--- src/design/bpc_pkg.sv ---
package bpc_pkg;

   localparam int TIME_BITS = 16;
   localparam int CFG_BITS  = 16;

   localparam logic [TIME_BITS-1:0] TIME_MAX = '1;

   localparam logic [2:0] ST_UNDEF     = 3'd0;
   localparam logic [2:0] ST_DEB_REL   = 3'd1;
   localparam logic [2:0] ST_DEB_PRESS = 3'd2;
   localparam logic [2:0] ST_RELEASED  = 3'd3;
   localparam logic [2:0] ST_PRESSED   = 3'd4;
   localparam logic [2:0] ST_LONG      = 3'd5;
   localparam logic [2:0] ST_XLONG     = 3'd6;
   localparam logic [2:0] ST_DISABLED  = 3'd7;

   localparam logic [2:0] EV_NONE     = 3'd0;
   localparam logic [2:0] EV_PRESSED  = 3'd1;
   localparam logic [2:0] EV_RELEASED = 3'd2;
   localparam logic [2:0] EV_LONG     = 3'd3;
   localparam logic [2:0] EV_XLONG    = 3'd4;

   localparam logic [1:0] REG_DEBOUNCE   = 2'd0;
   localparam logic [1:0] REG_LONG       = 2'd1;
   localparam logic [1:0] REG_EXTRA_LONG = 2'd2;
   localparam logic [1:0] REG_ACTIVE     = 2'd3;

   typedef struct packed {
      logic        raw_level;
      logic [15:0] elapsed_ms;
   } req_type;

   typedef struct packed {
      logic [2:0] event_code;
      logic       is_held;
      logic [2:0] state_code;
   } rsp_type;

   function automatic logic [TIME_BITS-1:0] load_time(input logic [CFG_BITS-1:0] v);
      logic [32:0] w;
      w = 33'(v);
      if (w > 33'(TIME_MAX)) begin
         return TIME_MAX;
      end
      return TIME_BITS'(w);
   endfunction

endpackage

--- src/design/button_press_classifier_top.sv ---
// Button press classifier.
// req channel: one pin sample (raw_level) and the milliseconds since the
// previous sample (elapsed_ms) per transfer, valid/ready handshake.
// rsp channel: exactly one result per accepted sample: event code, held flag
// and the state after the sample, valid/ready handshake.
// csr port: write-only, csr_we with csr_index 0 debounce, 1 long press,
// 2 extra-long press, 3 active level; write only while the block is idle.
// The result is registered and shown in the cycle after the sample is accepted.
// Throughput: one sample per cycle unless the receiver stalls; the state machine,
// the countdown and the result register all update in the cycle of the transfer.
// Reset (synchronous, active high): registers return to 50 / 1000 / 3000 ms
// and active level low, the machine to the undefined state, the timer to zero
// and the result register empties.
// When the receiver stalls the result is held and a new sample is taken only
// in a cycle where the waiting result is being transferred.
module button_press_classifier_top (
   input  logic                               clock,
   input  logic                               reset,
   input  logic                               req_valid,
   output logic                               req_ready,
   input  bpc_pkg::req_type                   req_data,
   output logic                               rsp_valid,
   input  logic                               rsp_ready,
   output bpc_pkg::rsp_type                   rsp_data,
   input  logic                               csr_we,
   input  logic [1:0]                         csr_index,
   input  logic [bpc_pkg::CFG_BITS-1:0]       csr_wdata
);

   logic [bpc_pkg::CFG_BITS-1:0]  debounce_ff;
   logic [bpc_pkg::CFG_BITS-1:0]  long_ff;
   logic [bpc_pkg::CFG_BITS-1:0]  xlong_ff;
   logic                          active_ff;

   logic [2:0]                    state_ff,  state_in;
   logic [2:0]                    prev_ff,   prev_in;
   logic [bpc_pkg::TIME_BITS-1:0] remain_ff, remain_in;
   logic                          rsp_valid_ff;
   bpc_pkg::rsp_type              rsp_data_ff, rsp_data_in;

   logic       accept;
   logic       act;
   logic [2:0] ev;
   logic [2:0] st;

   assign req_ready = !rsp_valid_ff || rsp_ready;
   assign accept    = req_valid && req_ready;
   assign rsp_valid = rsp_valid_ff;
   assign rsp_data  = rsp_data_ff;
   assign act       = (req_data.raw_level == active_ff);

   always_comb begin
      st        = state_ff;
      prev_in   = prev_ff;
      ev        = bpc_pkg::EV_NONE;
      if (state_ff == bpc_pkg::ST_UNDEF) begin
         st      = act ? bpc_pkg::ST_DEB_PRESS : bpc_pkg::ST_DEB_REL;
         prev_in = bpc_pkg::ST_DISABLED;
      end
      if (33'(remain_ff) >= 33'(req_data.elapsed_ms)) begin
         remain_in = bpc_pkg::TIME_BITS'(33'(remain_ff) - 33'(req_data.elapsed_ms));
      end else begin
         remain_in = '0;
      end
      state_in = st;
      unique case (st)
         bpc_pkg::ST_DEB_REL: begin
            if (act) begin
               state_in  = bpc_pkg::ST_DEB_PRESS;
               remain_in = bpc_pkg::load_time(debounce_ff);
            end else if (remain_in == '0) begin
               state_in = bpc_pkg::ST_RELEASED;
               if (prev_in != bpc_pkg::ST_RELEASED) begin
                  ev = bpc_pkg::EV_RELEASED;
               end
            end
         end
         bpc_pkg::ST_DEB_PRESS: begin
            if (act) begin
               if (remain_in == '0) begin
                  if (prev_in == bpc_pkg::ST_PRESSED) begin
                     remain_in = bpc_pkg::load_time(long_ff);
                     state_in  = bpc_pkg::ST_PRESSED;
                  end else if (prev_in == bpc_pkg::ST_LONG) begin
                     remain_in = bpc_pkg::load_time(xlong_ff);
                     state_in  = bpc_pkg::ST_LONG;
                  end else if (prev_in == bpc_pkg::ST_XLONG) begin
                     state_in = bpc_pkg::ST_XLONG;
                  end else begin
                     remain_in = bpc_pkg::load_time(long_ff);
                     state_in  = bpc_pkg::ST_PRESSED;
                     ev        = bpc_pkg::EV_PRESSED;
                  end
               end
            end else begin
               remain_in = bpc_pkg::load_time(debounce_ff);
               state_in  = bpc_pkg::ST_RELEASED;
            end
         end
         bpc_pkg::ST_RELEASED: begin
            if (act) begin
               prev_in   = bpc_pkg::ST_RELEASED;
               state_in  = bpc_pkg::ST_DEB_PRESS;
               remain_in = bpc_pkg::load_time(debounce_ff);
            end
         end
         bpc_pkg::ST_PRESSED: begin
            if (act) begin
               if (remain_in == '0) begin
                  remain_in = bpc_pkg::load_time(xlong_ff);
                  state_in  = bpc_pkg::ST_LONG;
                  ev        = bpc_pkg::EV_LONG;
               end
            end else begin
               prev_in   = bpc_pkg::ST_PRESSED;
               state_in  = bpc_pkg::ST_DEB_REL;
               remain_in = bpc_pkg::load_time(debounce_ff);
            end
         end
         bpc_pkg::ST_LONG: begin
            if (act) begin
               if (remain_in == '0) begin
                  state_in = bpc_pkg::ST_XLONG;
                  ev       = bpc_pkg::EV_XLONG;
               end
            end else begin
               prev_in   = bpc_pkg::ST_LONG;
               state_in  = bpc_pkg::ST_DEB_REL;
               remain_in = bpc_pkg::load_time(debounce_ff);
            end
         end
         bpc_pkg::ST_XLONG: begin
            if (!act) begin
               prev_in   = bpc_pkg::ST_XLONG;
               state_in  = bpc_pkg::ST_DEB_REL;
               remain_in = bpc_pkg::load_time(debounce_ff);
            end
         end
         default: begin
         end
      endcase
      rsp_data_in.event_code = ev;
      rsp_data_in.is_held    = (state_in == bpc_pkg::ST_PRESSED) ||
                               (state_in == bpc_pkg::ST_LONG) ||
                               (state_in == bpc_pkg::ST_XLONG);
      rsp_data_in.state_code = state_in;
   end

   always_ff @(posedge clock) begin
      if (reset) begin
         debounce_ff  <= bpc_pkg::CFG_BITS'(50);
         long_ff      <= bpc_pkg::CFG_BITS'(1000);
         xlong_ff     <= bpc_pkg::CFG_BITS'(3000);
         active_ff    <= 1'b0;
         state_ff     <= bpc_pkg::ST_UNDEF;
         prev_ff      <= bpc_pkg::ST_DISABLED;
         remain_ff    <= '0;
         rsp_valid_ff <= 1'b0;
      end else begin
         if (csr_we) begin
            unique case (csr_index)
               bpc_pkg::REG_DEBOUNCE:   debounce_ff <= csr_wdata;
               bpc_pkg::REG_LONG:       long_ff     <= csr_wdata;
               bpc_pkg::REG_EXTRA_LONG: xlong_ff    <= csr_wdata;
               bpc_pkg::REG_ACTIVE:     active_ff   <= csr_wdata[0];
               default: begin
               end
            endcase
         end
         // advance the machine on each sample transfer
         if (accept) begin
            state_ff  <= state_in;
            prev_ff   <= prev_in;
            remain_ff <= remain_in;
         end
         if (accept) begin
            rsp_valid_ff <= 1'b1;
         end else if (rsp_ready) begin
            rsp_valid_ff <= 1'b0;
         end
      end
   end

   always_ff @(posedge clock) begin
      if (accept) begin
         rsp_data_ff <= rsp_data_in;
      end
   end

endmodule

--- config.mk ---
export PLATFORM = sky130hd
export DESIGN_NAME = button_press_classifier_top
export DESIGN_NICKNAME = d
export VERILOG_FILES = /design/src/design/bpc_pkg.sv /design/src/design/button_press_classifier_top.sv
export SDC_FILE = /design/constraint.sdc
export NUM_CORES = 1
export LEC_CHECK = 0
export BUFFER_PORTS_ARGS = -buffer_cell sky130_fd_sc_hd__buf_2
export CAP_MARGIN = 20
export CORE_ASPECT_RATIO = 1.25
export CORE_MARGIN = 1.5
export CORE_UTILIZATION = 65
export CTS_CLUSTER_SIZE = 20
export DETAILED_ROUTE_END_ITERATION = 16
export GPL_TIMING_DRIVEN = 1
export PLACE_DENSITY = 0.95
export SLEW_MARGIN = 25
export SYNTH_ARGS = -nofsm -noshare
export SYNTH_HDL_FRONTEND = slang
export SYNTH_SLANG_ARGS = --single-unit
--- constraint.sdc ---
create_clock -name clock -period 5.2 [get_ports clock]
set_clock_uncertainty 0.15 [all_clocks]
set_input_delay 0.26 -clock clock [delete_from_list [all_inputs] [get_ports clock]]
set_output_delay 0.26 -clock clock [all_outputs]
set_load 0.03 [all_outputs]
# ---- Yosys cells after proc, flatten, opt, wreduce, memory -nomap -nowiden
# Index checks and enable logic that the tools add are counted.
dict set report word_totals {
  register_bits 79
  in_bits 40
  output_inout_bits 9
}
dict set report op_classes {
  add_sub_neg 1
  n_lt_le_gt_ge 1
  eq_ne 17
  mux 48
  reduce_logical 15
}
# cell n
set ops {}
lappend ops {{2-to-1 mux 16 bit} 10}
lappend ops {{one-hot mux 16 bit (4 select lines)} 1}
lappend ops {{2-to-1 mux 3 bit} 18}
lappend ops {{equality test 3 bit (second input constant)} 9}
lappend ops {{one-hot mux 3 bit (4 select lines)} 2}
lappend ops {{2-to-1 mux 2 bit} 9}
lappend ops {{one-hot mux 3 bit (6 select lines)} 1}
lappend ops {{greater-or-equal comparator 16 bit} 1}
lappend ops {{logical NOT 16 bit} 1}
lappend ops {{subtractor 16 bit} 1}
lappend ops {{AND reduction 2 bit} 4}
lappend ops {{2-to-1 mux 1 bit} 7}
lappend ops {{equality test 3 x 2 -> 1 bit (second input constant)} 2}
lappend ops {{equality test 2 bit (second input constant)} 2}
lappend ops {{OR reduction 2 bit} 2}
lappend ops {{equality test 3 x 1 -> 1 bit (second input constant)} 1}
lappend ops {{logical NOT 3 bit} 1}
lappend ops {{logical OR 1 bit} 3}
lappend ops {{!= test 3 x 2 -> 1 bit (second input constant)} 1}
lappend ops {{equality test 2 x 1 -> 1 bit (second input constant)} 1}
lappend ops {{logical NOT 2 bit} 1}
lappend ops {{nonzero test 2 bit} 1}
lappend ops {{equality test 1 bit} 1}
lappend ops {{logical AND 1 bit} 1}
lappend ops {{logical NOT 1 bit} 1}

# ---- Logic depth before layout (Yosys ltp)
# Gate-level depths: netlist (run 1).
dict set report logic_depth {
  ltp_word 12
  mapped_depth 14
  ltp_nobuf 12
}

# ---- Worst setup path before layout (run 1)
# Ideal clock, no wire load.
dict set report synth_timing {
  kind {register to register}
  start {register remain_ff[0] (netlist bit)}
  end {register remain_ff[13] (netlist bit)}
  setup_ns 0.088
  arrival_ns 3.231
  setup_slack_ns 1.731
  path_stages_with_launch 15
  n_path_buf 2
  period_less_slack_ns 3.469
  cell_sequence {dfxtp_1 inv_1 ha_1 fa_1 nand2b_1 a21oi_1 xnor2_1 o211ai_1 or4_4 o41ai_4 and3_1 buf_4 buf_6 o221ai_2 a311oi_2}
}
dict set report synth_between {
  elab_chain_cells 8
  elab_cells_between_ends 14
  cone_classes {add/sub: 1; order compare: 1; mux: 11; reduce/logical: 1}
}
# item line_no
set synth_lines {}
lappend synth_lines {{start, declared} button_press_classifier_top.sv:37} ;# logic [bpc_pkg::TIME_BITS-1:0] remain_ff, remain_in;
lappend synth_lines {{start signal, assigned} button_press_classifier_top.sv:174} ;# remain_ff <= remain_in;
lappend synth_lines {{subtractor 16 bit / greater-or-equal comparator 16 bit (equally long branches)} {button_press_classifier_top.sv:61, button_press_classifier_top.sv:60}}
lappend synth_lines {{2-to-1 mux 16 bit *} button_press_classifier_top.sv:60} ;# if (33'(remain_ff) >= 33'(req_data.elapsed_ms)) begin
lappend synth_lines {{2-to-1 mux 16 bit} button_press_classifier_top.sv:87} ;# end else if (prev_in == bpc_pkg::ST_XLONG) begin
lappend synth_lines {{2-to-1 mux 16 bit} button_press_classifier_top.sv:84} ;# end else if (prev_in == bpc_pkg::ST_LONG) begin
lappend synth_lines {{2-to-1 mux 16 bit} button_press_classifier_top.sv:81} ;# if (prev_in == bpc_pkg::ST_PRESSED) begin
lappend synth_lines {{2-to-1 mux 16 bit} button_press_classifier_top.sv:80} ;# if (remain_in == '0) begin
lappend synth_lines {{2-to-1 mux 16 bit} button_press_classifier_top.sv:79} ;# if (act) begin
lappend synth_lines {{one-hot mux 16 bit (4 select lines) *} button_press_classifier_top.sv:66} ;# unique case (st)
# Mark *: on every way between the ends. The rest lies on a longest branch, timed or not.
# A chain may end at the register's enable or synchronous reset.

# ---- Final worst setup path (run 1)
dict set report layout_timing {
  start {register remain_ff[0] (netlist bit)}
  end {register state_ff[1]}
}
dict set report layout_between {
  elab_chain_cells 6
  elab_cells_between_ends 13
  cone_classes {add/sub: 1; order compare: 1; mux: 10; reduce/logical: 1}
}
# item line_no
set layout_lines {}
lappend layout_lines {{subtractor 16 bit / greater-or-equal comparator 16 bit (equally long branches)} {button_press_classifier_top.sv:61, button_press_classifier_top.sv:60}}
lappend layout_lines {{2-to-1 mux 16 bit *} button_press_classifier_top.sv:60}
lappend layout_lines {{logical NOT 16 bit *} --}
lappend layout_lines {{2-to-1 mux 3 bit (on tied branches) (2 in a row)} --}
lappend layout_lines {{one-hot mux 3 bit (6 select lines) *} button_press_classifier_top.sv:66}
lappend layout_lines {{end signal, assigned} button_press_classifier_top.sv:155} ;# state_ff <= bpc_pkg::ST_UNDEF;
lappend layout_lines {{end signal, assigned} button_press_classifier_top.sv:172} ;# state_ff <= state_in;
lappend layout_lines {{end, declared} button_press_classifier_top.sv:35} ;# logic [2:0] state_ff, state_in;
# Marks and branches as above.

==> impl.org, run 1 <==
** Yosys
- Cells after Synth :: 745
- Post-synthesis register bit count :: slightly below 80
- Post-synthesis sequential area ratio :: 30.4%
- For this run, asynchronously set or reset flops after synthesis account for 0%.
- Number of nets in the synthesized netlist :: 802
- Number of synthesized flops with an enable pin :: 7
- Mapped Avg Cell Area :: 7.28 um^2
- The Yosys step of the flow raised 0 warnings.
- The biggest area contributor in the post-synthesis netlist is dfxtp_1.
- Dominant cells by area after synthesis :: dfxtp_1, nand2_1, a21oi_1
- The mapped netlist covers 5430 um^2.
- Synth Flop Type :: dfxtp_1
- Count of unique library cells instantiated by Yosys :: 79
- Top-area cell type share of the netlist area :: 26.6%

** CTS
- Depth of the CTS H-tree :: 3
- Clock-pin slew was measured on the worst setup and hold paths at 0.08 ns.
- Clock tree synthesis inserted a total of 9 buffers.
- Number of gates resized after cts :: 0
- Clock tree root buffer cell :: clkbuf_8
- The tree built by TritonCTS fans out to 79 sinks.
- Number of buffers on the longest clock path :: 2
- Clock tree from TritonCTS :: done
- Source-to-sink clock delay at the later pin of the worst-skew pair :: 0.37 ns

** Floorplanning
- Height of the die :: roughly 110 um
- Number of top-level pins :: 49
- In this run the horizontal extent of the chip is 84.7 um.
- Row Count :: 37
- The die covers a little under 9000 um^2.
- The floorplan step defined a core boundary enclosing 8150 um^2.
- Initial standard-cell utilization of the core :: 66.6%

** Final layout
- Share of final-layout standard cells stronger than drive strength 1 :: 12.5%
- With fillers left out, the area of the finished cells amounts to 5930 um^2.
- Layout-stage area growth over the synthesis result :: 9.39%
- Diode insertion count for antenna repair :: 0
- Post-Layout Cell Count :: 873
- Cells fill 72.8% of the core in the end.
- Final Net Count :: between 800 and 900
- The filler cells instantiated in the layout total 640.
- In the final layout, the multi-input gates occupy approximately 3500 um^2.
- Across the whole layout, storage elements account for between 1500 and 2000 um^2.

** Global routing
- GRT Total Usage :: 36.8%
- Pin count of the biggest net entering global routing :: 74
- Via count of the first global-routing pass :: approximately 5500
- The first global-routing pass estimated 26300 um of wire.
- The initial antenna violation count was 0.
- Leftover overflow at the end of global routing :: 0

** STA
- The number of pins with negative max-slew slack in the final report is 0.
- Final min period :: ~4.2 ns
- Slew HR :: ~30%
- Final period util :: 80.6%
- TNS Setup :: 0 ns
- Setup repair after global routing left no endpoint under its margin.
- The final number of hold-violating endpoints came to 0.
- Maximum operating frequency :: 238 MHz
- For the pin with the worst max-slew slack, the measured transition is 1.05 ns.
- Setup violations remaining at the end of the flow were counted as 0.

** Critical path
- Critical path class :: reg2reg
- In this run the critical register-to-register path is captured at state_ff[1].
- STA classifies the critical path startpoint as a flop.
- Capture point of the worst path :: state_ff[1]
- Launch point of the worst path :: remain_ff[0]
- The worst setup path is captured at a flop.
- For flop-to-flop paths, the worst setup slack is 1.01 ns.
- In this run the critical register-to-register path is launched from remain_ff[0].
- At the worst endpoint, the arrival time is 4.30 ns.
- CP Data Required Time :: between 5 and 6 ns
- Measured in cells, the most critical reg-to-reg path has a length of 12.
- Largest driver fanout on the critical path :: 15

** Drt
- Antenna Nets Post-Route :: 0
- Vias after detailed routing :: a little under 6000
- After detailed routing, the number of vias per cell comes to 6.74.
- Average routed wire per standard cell :: between 15 and 20 um
- After detailed routing, the total wire length is around 16000 um.
- In the routed design, unresolved DRC markers number 0.
- DRT Pass-1 Iters :: 6
- Initial detailed-routing violation count :: about 780

** Power and ir drop
- The analysis attributes to cell leakage a power of between 2 and 2.5 nW.
- Summing internal, switching and leakage power gives 1.67 mW.
- For this design the total switching power over the nets is 628 uW.
- Part of the total power dissipated in the clock network :: around a quarter
- In this run switching power makes up 37.6% of total power.
- Combinational logic is responsible for 33.4% of the overall power.
- Cell internal power was estimated by the tool at 1.04 mW.
- Across the VDD grid, the largest voltage drop is 0.296 mV.
- In this run the power density over the cells is 281 nW/um^2.
- Registers are responsible for a little over two fifths of the overall power.

** Run status
- Outcome :: finished, final reports clean

** Hold path
- The worst hold path belongs to the class in2reg.
- The startpoint identified for the worst hold timing path is csr_wdata[13].

** Placed design
- Detailed placement ended at an HPWL of ~11000 um.
- The number of placed instances, taps included, is 845.
- The placed instances occupy a cell area of 5640 um^2.
- Number of port buffers :: 48
- Routability-driven placement finished with a final weighted congestion of 1.00.

** Run
- Max-cap violations in this run came to 0.
[layout by cell type, fill, tap and decap left out, types with 5 or more instances in the layout]
cell / Yosys / final
o31ai_1: 5 / 5
ha_1: 16 / 16
a211oi_1: 9 / 9
buf_4: 1 / 8
and3_1: 5 / 5
nand2_1: 148 / 148
dlygate4sd3_1: 0 / 12
o21ai_0: 36 / 36
or3_1: 8 / 8
nor4_1: 6 / 6
a311oi_1: 5 / 5
o22ai_1: 5 / 5
buf_2: 2 / 48
nor2_1: 77 / 75
edfxtp_1: 7 / 7
a221o_1: 7 / 7
a21oi_1: 70 / 70
nand4_1: 6 / 6
o21a_1: 7 / 7
inv_1: 22 / 22
nand3_1: 9 / 9
a211o_1: 6 / 6
or2_2: 6 / 6
dfxtp_1: 72 / 72
o221ai_1: 8 / 8
clkbuf_8: 0 / 10
a221oi_1: 5 / 5
a31oi_1: 5 / 5
nor3_1: 21 / 21
nand3b_1: 17 / 17
a21o_1: 10 / 10
a22oi_1: 10 / 10
[per-stage QoR]
step	setup slack [ns]	hold WS, ns
finish	1.01	0.00357
global route	0.743	0.000877
CTS	1.02	0.000900
detailed placement	0.995	0.298
global placement	1.19	0.292
floorplan	1.73	0.231
[worst max-delay path, stage by stage (launching register included)]
cell	delay, ns
dfxtp_1	0.31
inv_1	0.05
ha_1	0.22
fa_1	0.42
nand2b_1	0.20
a211oi_1	0.32
nor2_1	0.10
xnor2_1	0.20
or4_4	0.46
o41ai_4	0.45
and3_1	0.66
a211oi_1	0.22
a2111oi_2	0.32
[routing by layer]
layer	wire, um	global-route usage [%]	vias to the layer above
li1	-	-	2756
met1	6390	45.6	2736
met2	7950	60.7	333
met3	1390	6.71	58
met4	612	19.2	0
met5	0	0	-
[how the worst min path moves through the flow]
stage | end | slack, ns | cells past startpoint
floorplan | debounce_ff[1] | 0.23 | 2
finish | long_ff[13] | 0.004 | 3
global route | long_ff[13] | 0.0009 | 3
detailed placement | long_ff[12] | 0.30 | 2
global placement | long_ff[13] | 0.29 | 2
CTS | debounce_ff[13] | 0.0009 | 3
[power groups by stage]
stage / Sequential [mW] / Combinational [mW] / Clock (mW)
finish: 0.695 / 0.557 / 0.418
CTS: 0.692 / 0.543 / 0.416
global placement: 0.704 / 0.516 / 0
floorplan: 0.696 / 0.406 / 0
global route: 0.699 / 0.604 / 0.442
detailed placement: 0.706 / 0.532 / 0
[cells in the mapped netlist, types with 9 or more instances]
library cell / count
nand2_1: 148
nor2_1: 77
dfxtp_1: 72
a21oi_1: 70
clkbuf_1: 45
o21ai_0: 36
inv_1: 22
nor3_1: 21
nand3b_1: 17
ha_1: 16
a21o_1: 10
a22oi_1: 10
a211oi_1: 9
nand3_1: 9
[logic make-up (layout without fill, tap and decap cells)]
family	Yosys count	after routing	synth area share (%)
and+or+nand+nor	330	330	28.5
AOI/OAI and AO/OA	233	233	29.7
DFF	79	79	30.4
buffers and inverters	76	107	5.65
adders and majority gates	17	17	4.06
xor gates and xnor gates	8	8	1.29
muxes	2	2	0.369
[final cells by class]
type | count | share of cell area [%]
clock buffers | 11 | 2.38
clock inverters | 5 | 0.569
inverters | 23 | 1.45
multi-input cells | 590 | 58.6
flip-flops and latches | 79 | 27.8
well taps | 97 | 2.05
repair buffers | 68 | 7.08
[state kept, by name, indices dropped and copies added (netlist names)]
register / count
active_ff: 1
debounce_ff: 16
long_ff: 16
prev_ff: 3
remain_ff: 16
rsp_data: 7
rsp_valid: 1
state_ff: 3
xlong_ff: 16
[what timing repair did]
action,CTS,global route
buffers inserted,0,0
endpoints found under the setup margin,0,0
hold buffers,12,0
hold endpoints to repair,21,0
No activity file was read; power rests on OpenSTA's default activity.
==> inputs of run 2 (changes only) <==
--- a/config.mk
+++ b/config.mk
@@ -9,11 +9,11 @@
 export CAP_MARGIN = 20
 export CORE_ASPECT_RATIO = 1.25
 export CORE_MARGIN = 1.5
-export CORE_UTILIZATION = 65
+export CORE_UTILIZATION = 61
 export CTS_CLUSTER_SIZE = 20
 export DETAILED_ROUTE_END_ITERATION = 16
 export GPL_TIMING_DRIVEN = 1
-export PLACE_DENSITY = 0.95
+export PLACE_DENSITY = 0.9
 export SLEW_MARGIN = 25
 export SYNTH_ARGS = -nofsm -noshare
 export SYNTH_HDL_FRONTEND = slang
==> constraint.sdc (replaced) <==
create_clock -name clock -period 4 [get_ports clock]
set_clock_uncertainty 0.15 [all_clocks]
set_input_delay 0.2 -clock clock [delete_from_list [all_inputs] [get_ports clock]]
set_output_delay 0.2 -clock clock [all_outputs]
set_load 0.03 [all_outputs]
==> run 2 against run 1 <==
Total power grew 36%. Via count shrank 0.27%. Largest cell class unchanged. Count of clock-buffer cells in the layout grew 2. Combinational power grew 39%. Core utilization shrank 2.3 points. Global-route usage shrank 1.2 points. Critical path type unchanged. Largest power group unchanged.
==> impl.org, run 2 (synthesized netlist as in run 1, its figures left out) <==
** Run status
- Outcome :: finished, final reports clean

** CTS
- The H-tree was split into 3 levels.
- The longest clock path from root to sink contains 2 buffers.
- TritonCTS built the clock tree.
- After clock tree synthesis, the clock-pin slew on the worst setup and hold paths is around 0.08 ns.
- The later pin in the worst-skew pair is clocked with a latency of 0.37 ns.
- TritonCTS created 9 clock buffers.
- Clock sink count :: 79
- The root buffer cell chosen for the clock tree is clkbuf_8.

** Critical path
- Kind of launch point of the worst setup path :: flop
- Endpoint kind of the worst setup timing path :: flop
- Critical path class :: reg2reg
- Reg2reg start :: remain_ff[0]
- The worst register-to-register path ends at remain_ff[14].
- Of all nets on the critical path, the largest fanout is 9.
- Critical path data arrival time :: 3.92 ns
- Across all register-to-register paths, the minimum setup slack is 0.20 ns.
- For the worst setup path, the data required time is 4.12 ns.
- Depth of the most critical reg-to-reg path :: 13

** Final layout
- Final core utilization :: 70.5%
- Diode insertion count for antenna repair :: 0
- Commonest cells after routing, fill and taps aside :: nand2_1, nor2_1, dfxtp_1
- Share of final-layout standard cells stronger than drive strength 1 :: 13.1%
- From synthesis to final layout, the design area changed by 12.5%.
- Leading cell type in the layout, fill and taps excluded :: nand2_1
- With fillers left out, the area of the finished cells amounts to 6100 um^2.
- The net count of the finished layout is 841.
- The count of cells in the finished layout, fillers not included, comes to 908.

** Placed design
- Number of cells in the design after placement :: 876
- Pre-CTS setup slack :: 0.169 ns
- Placed wire-length estimate after detailed placement :: around 12000 um
- Summing all placed instances gives a cell area of 5730 um^2.
- Port buffering added 48 buffers.
- Global placer's final weighted congestion :: 0.998

** Hold path
- The worst hold path begins at rsp_ready.
- Hold worst-path end :: rsp_valid
- Class of the tightest hold or removal check :: in2reg
- The worst hold path was traced through 3 stages.

** Drt
- DRT Pass-1 Iters :: 10
- Summing over every cut layer, the via total after detailed routing is 5867.
- Dividing the detail-routed via count by the number of cells gives roughly 6.5.
- After detailed routing, the total wire length is 16700 um.
- Antenna Nets Post-Route :: 0
- Average routed wire per standard cell :: about 18 um
- For this run, design rule violations remaining after detail routing come to 0.
- In this run, the number of DRC markers left after iteration 0 of detailed routing was 818.

** Power and ir drop
- Pwr Density :: 372 nW/um^2
- IR analysis of the VDD net gives a maximum drop of 0.319 mV.
- The analysis attributes to cell leakage a power of around 2.5 nW.
- Summing internal, switching and leakage power gives 2.27 mW.

** Global routing
- First-pass GRT wire length :: 26700 um
- In the global route stage, overall resource usage came out at a little over a third.
- Leftover overflow at the end of global routing :: 0
- Entering global routing, the biggest net connects 44 pins.
- Antenna violations before repair :: 0
- Via count of the first global-routing pass :: ~5600

** Floorplanning
- The die covers 9470 um^2.
- Initial standard-cell utilization of the core :: 62.7%
- In this run the vertical extent of the chip is 108 um.
- Die Width :: between 80 and 90 um
- After floorplanning, the core was divided into 38 placement rows.
- Total core area :: 8650 um^2
- Number of top-level pins :: 49

** STA
- The final number of hold-violating endpoints came to 0.
- Based on the critical path, the design can be clocked at up to between 200 and 300 MHz.
- Slew HR :: about a third
- Setup slack of the critical path after layout :: between 0.2 and 0.25 ns
- Final setup viols :: 0
- Final period util :: 94.9%
- Fin. max-slew vios :: 0
- Final min period :: 3.80 ns
- At the pin with the least slew margin, the transition time is 0.995 ns.

** Run
- Across the run, the number of max-cap violations was 0.
==> run 2: changes by cell type in the layout (fill, tap and decap cells not counted), sizes merged <==
cell         change
clkinvlp         -2
bufinv           +1
buf              +8
dlygate4sd3      +5
clkbuf           +2
clkinv           -2
==> run 2: area by class of cell <==
| class | instances | area [um^2] |
|---|---|---|
| clock buffers | 13 | 160 |
| flip-flops and latches | 79 | 1650 |
| inverters | 23 | 86.3 |
| clock inverters | 2 | 38.8 |
| fillers | 722 | 2550 |
| repair buffers | 81 | 531 |
| multi-input cells | 590 | 3480 |
| well taps | 120 | 150 |
==> run 2: report_power, final <==
part	leakage, nW	switching (mW)	internal (mW)
sequential	0.658	0.0317	0.848
combinational	1.78	0.494	0.281
clock	0.0988	0.293	0.325
total	2.54	0.819	1.45
==> run 2: timing repair <==
action | CTS | global route
hold buffers | 17 | 0
setup endpoints to repair | 0 | 2
hold endpoints to repair | 50 | 0
setup buffers | 0 | 0
gates resized for setup | 0 | 1
==> run 2: per-stage QoR <==
step | setup TNS, ns | hold WS, ns
3_3_place_gp | 0 | 0.288
6_report | 0 | 0.00281
2_1_floorplan | 0 | 0.171
4_1_cts | 0 | 0.00751
5_1_grt | -0.00588 | 0.0209
3_5_place_dp | 0 | 0.296
==> run 2: worst max-delay path by stage <==
stage	startpoint	end	slack [ns]	cells after the start
4_1_cts	remain_ff[0]	remain_ff[14]	0.16	13
6_report	remain_ff[0]	remain_ff[14]	0.20	13
3_5_place_dp	remain_ff[0]	remain_ff[14]	0.17	13
5_1_grt	remain_ff[0]	remain_ff[14]	-0.006	13
3_3_place_gp	remain_ff[0]	remain_ff[14]	0.32	13
2_1_floorplan	remain_ff[0]	remain_ff[13]	0.53	14
==> run 2: per-layer routing <==
layer	share of wire, %	vias up	track usage, %
li1	-	2781	-
met1	39	2682	43.8
met3	8.4	75	5.34
met4	3.9	0	17.8
met2	48	329	60.3
met5	0	-	0
==> run 2: worst max-delay path, stage by stage, from the launching register on <==
cell	delay, ns
dfxtp_1	0.31
inv_1	0.05
ha_1	0.22
fa_1	0.40
nand2b_1	0.22
a211oi_2	0.29
nor2_1	0.09
xnor2_1	0.20
or4_4	0.46
o41ai_4	0.32
buf_4	0.20
nand3_2	0.23
a211o_1	0.31
a211oi_1	0.26
==> inputs of run 3 (changes only) <==
--- a/config.mk
+++ b/config.mk
@@ -5,15 +5,16 @@
 export SDC_FILE = /design/constraint.sdc
 export NUM_CORES = 1
 export LEC_CHECK = 0
-export BUFFER_PORTS_ARGS = -buffer_cell sky130_fd_sc_hd__buf_2
 export CAP_MARGIN = 20
 export CORE_ASPECT_RATIO = 1.25
 export CORE_MARGIN = 1.5
-export CORE_UTILIZATION = 61
+export CORE_UTILIZATION = 65
 export CTS_CLUSTER_SIZE = 20
 export DETAILED_ROUTE_END_ITERATION = 16
+export DONT_BUFFER_PORTS = 1
 export GPL_TIMING_DRIVEN = 1
 export PLACE_DENSITY = 0.9
+export SKIP_LAST_GASP = 1
 export SLEW_MARGIN = 25
 export SYNTH_ARGS = -nofsm -noshare
 export SYNTH_HDL_FRONTEND = slang
==> run 3 against run 2 <==
Maximum frequency up 2.5%. Clock power down 14%. The run now ends with negative hold slack left. Highest routed layer unchanged. Critical endpoint unchanged. Die area down 6.0%. Count of clock-buffer cells in the layout down 1.
==> impl.org, run 3 (synthesized netlist as in run 1, its figures left out) <==
** Run status
- Outcome :: finished with violations
- Failing checks :: negative hold slack

** Global routing
- Global routing finished with a remaining overflow of 0.
- The initial antenna violation count was 0.
- Entering global routing, the biggest net connects 74 pins.
- The first global-routing pass estimated 25900 um of wire.
- The number of global-route vias before repair is 5486.
- In the global route stage, overall resource usage came out at 36.2%.

** Floorplanning
- Die outline area :: 8910 um^2
- After floorplanning, the core was sized to cover about 8000 um^2.
- Row Count :: 37
- The floorplan step set the die height to approximately 110 um.
- Initial standard-cell utilization of the core :: between 60% and 70%
- Number of top-level pins :: between 40 and 50
- Measured along the x axis, the die boundary spans 84.7 um.

** Final layout
- In the layout the commonest cells are nand2_1, nor2_1, dfxtp_1.
- After routing the design area is slightly below 6000 um^2.
- The area growth from synthesis to layout is 8.79%.
- Share of final-layout standard cells stronger than drive strength 1 :: around 7.6%
- Diode insertion count for antenna repair :: 0
- In the final design database the tool counted 801 nets.
- Number of fill cells :: 654
- The library cell used most frequently in the layout, excluding fill and tap cells, is nand2_1.

** Critical path
- Reg2reg start :: remain_ff[0]
- Kind of launch point of the worst setup path :: flop
- The worst register-to-register path ends at remain_ff[14].
- Largest driver fanout on the critical path :: 9
- Broken down by cell family, the worst path's largest delay share belongs to compound AO/OA/AOI/OAI gates.
- Critical path, cell by cell :: inv_1, ha_1, fa_1, nand2b_1, a211oi_1, nor2_1, xnor2_1, or4_4, o41ai_4, buf_4, nand3_2, a211o_1, a211oi_1
- Slowest Stage Delay on Critical Path :: between 0.4 and 0.5 ns
- Critical path data arrival time :: 3.84 ns
- For flop-to-flop paths, the worst setup slack is 0.29 ns.
- Counting cells, the worst reg-to-reg path comes to 13.
- The setup path with the least slack is of type reg2reg.
- Data on the critical path is required at its endpoint by approximately 4.1 ns.
- Together, buffers and inverters on the worst path number 2.
- Endpoint kind of the worst setup timing path :: flop
- CP max-delay cell :: or4_4
- Crit-path most repeated cell :: a211oi_1

** Drt
- For this run, design rule violations remaining after detail routing come to 0.
- DRT Pass-1 Iters :: 8
- For this block, the initial DRC count from the detailed router was approximately 810.
- Antenna Nets Post-Route :: 0
- Total Routed Length :: 16400 um
- The routed layout has 5808 vias.
- Via density per instance :: 6.87
- Average routed wire per standard cell :: 19.4 um

** STA
- Final min period :: 3.71 ns
- Setup repair after global routing left no endpoint under its margin.
- Setup total negative slack on the finished layout was measured at 0 ns.
- Fin. max-slew vios :: 0
- Final hold analysis gives a worst-case slack of -0.00655 ns.
- Final setup viols :: 0
- Transition time at the pin with the least slew margin :: 0.972 ns
- Final hold violations :: 1
- Maximum operating frequency :: 270 MHz
- Final period util :: 92.6%
- The worst pin sits at a relative slew slack of 35.0%.

** Power and ir drop
- In this run the static leakage power is 2.38 nW.
- Across the VDD grid, the largest voltage drop is 0.305 mV.
- Pwr Density :: around 370 nW/um^2

** CTS
- Counting along the longest clock path gives a buffer depth of 2.
- Clock tree root buffer cell :: clkbuf_8
- TritonCTS built the clock tree.
- Buffer count from post-CTS setup fixing :: 0
- Source-to-sink clock delay at the later pin of the worst-skew pair :: 0.37 ns
- Clock transition at the registers of the reported paths :: around 0.080 ns
- In this run the number of H-tree levels came out at 3.
- Counting the buffers created by CTS gives 9.
- The clock net in this run drives a total of ~80 sinks.

** Placed design
- The count of buffers added on input and output ports is 0.
- Placed standard-cell area :: 5460 um^2
- Placed wire-length estimate after detailed placement :: 11600 um
- Routability-driven placement finished with a final weighted congestion of 0.959.

** Hold path
- The worst hold path belongs to the class in2reg.
- Along the worst hold path, the cell count comes to 3.
- Worst min-delay path startpoint :: csr_index[1]
- The path with the worst hold slack has its endpoint at long_ff[4].

** Run
- The tool flagged a number of max-cap violations equal to 0.
## run 3: worst min-delay path, stage by stage
cell and delay, ns:
nor2_2 0.11, nand2_1 0.10, a21oi_1 0.05
## run 3: power breakdown
group	switching (mW)	total (mW)	leakage [nW]	internal [mW]
combinational	0.457	0.726	1.64	0.268
clock	0.290	0.529	0.0828	0.239
sequential	0.0514	0.901	0.658	0.849
total	0.799	2.16	2.38	1.36
## run 3: per-stage QoR
step / setup WS [ns] / power, mW / util [%] / std cells
after global routing: 0.0998 / 2.25 / 72.4 / 845
after floorplan: 0.531 / 1.43 / - / 745
after CTS: 0.321 / 2.13 / 72.0 / 842
final: 0.294 / 2.16 / 72.4 / 845
after global placement: 0.403 / 1.56 / 67.0 / 805
after detailed placement: 0.330 / 1.58 / 67.0 / 805
## run 3: layer usage
metal / vias up / part of all wire, % / global-route usage (%)
met3: 74 / 9.0 / 6.71
met4: 0 / 4.4 / 18.7
met1: 2661 / 38 / 44.4
met5: - / 0 / 0
li1: 2703 / - / -
met2: 370 / 48 / 60.0
## run 3: how the worst max path moves through the flow
stage / slack, ns / to / startpoint / cells past startpoint
detailed placement: 0.33 / remain_ff[14] / remain_ff[0] / 13
global route: 0.1 / remain_ff[4] / remain_ff[0] / 13
finish: 0.29 / remain_ff[14] / remain_ff[0] / 13
floorplan: 0.53 / remain_ff[13] / remain_ff[0] / 14
global placement: 0.40 / remain_ff[14] / remain_ff[0] / 13
CTS: 0.32 / remain_ff[14] / remain_ff[0] / 13
## run 3: layout make-up
| class | instances | area [um^2] | area share (%) |
|---|---|---|---|
| Inverter | 23 | 86.3 | 1.46 |
| Multi-Input combinational cell | 590 | 3490 | 59.1 |
| Tap cell | 97 | 121 | 2.06 |
| Timing Repair Buffer | 41 | 388 | 6.57 |
| Clock buffer | 12 | 145 | 2.46 |
| Sequential cell | 79 | 1650 | 28.0 |
| Clock inverter | 3 | 18.8 | 0.318 |
## run 3: repair_timing
action | 4_1_cts | 5_1_grt
gates resized for setup | 0 | 0
hold buffers | 22 | 3
endpoints found under the hold margin | 72 | 13
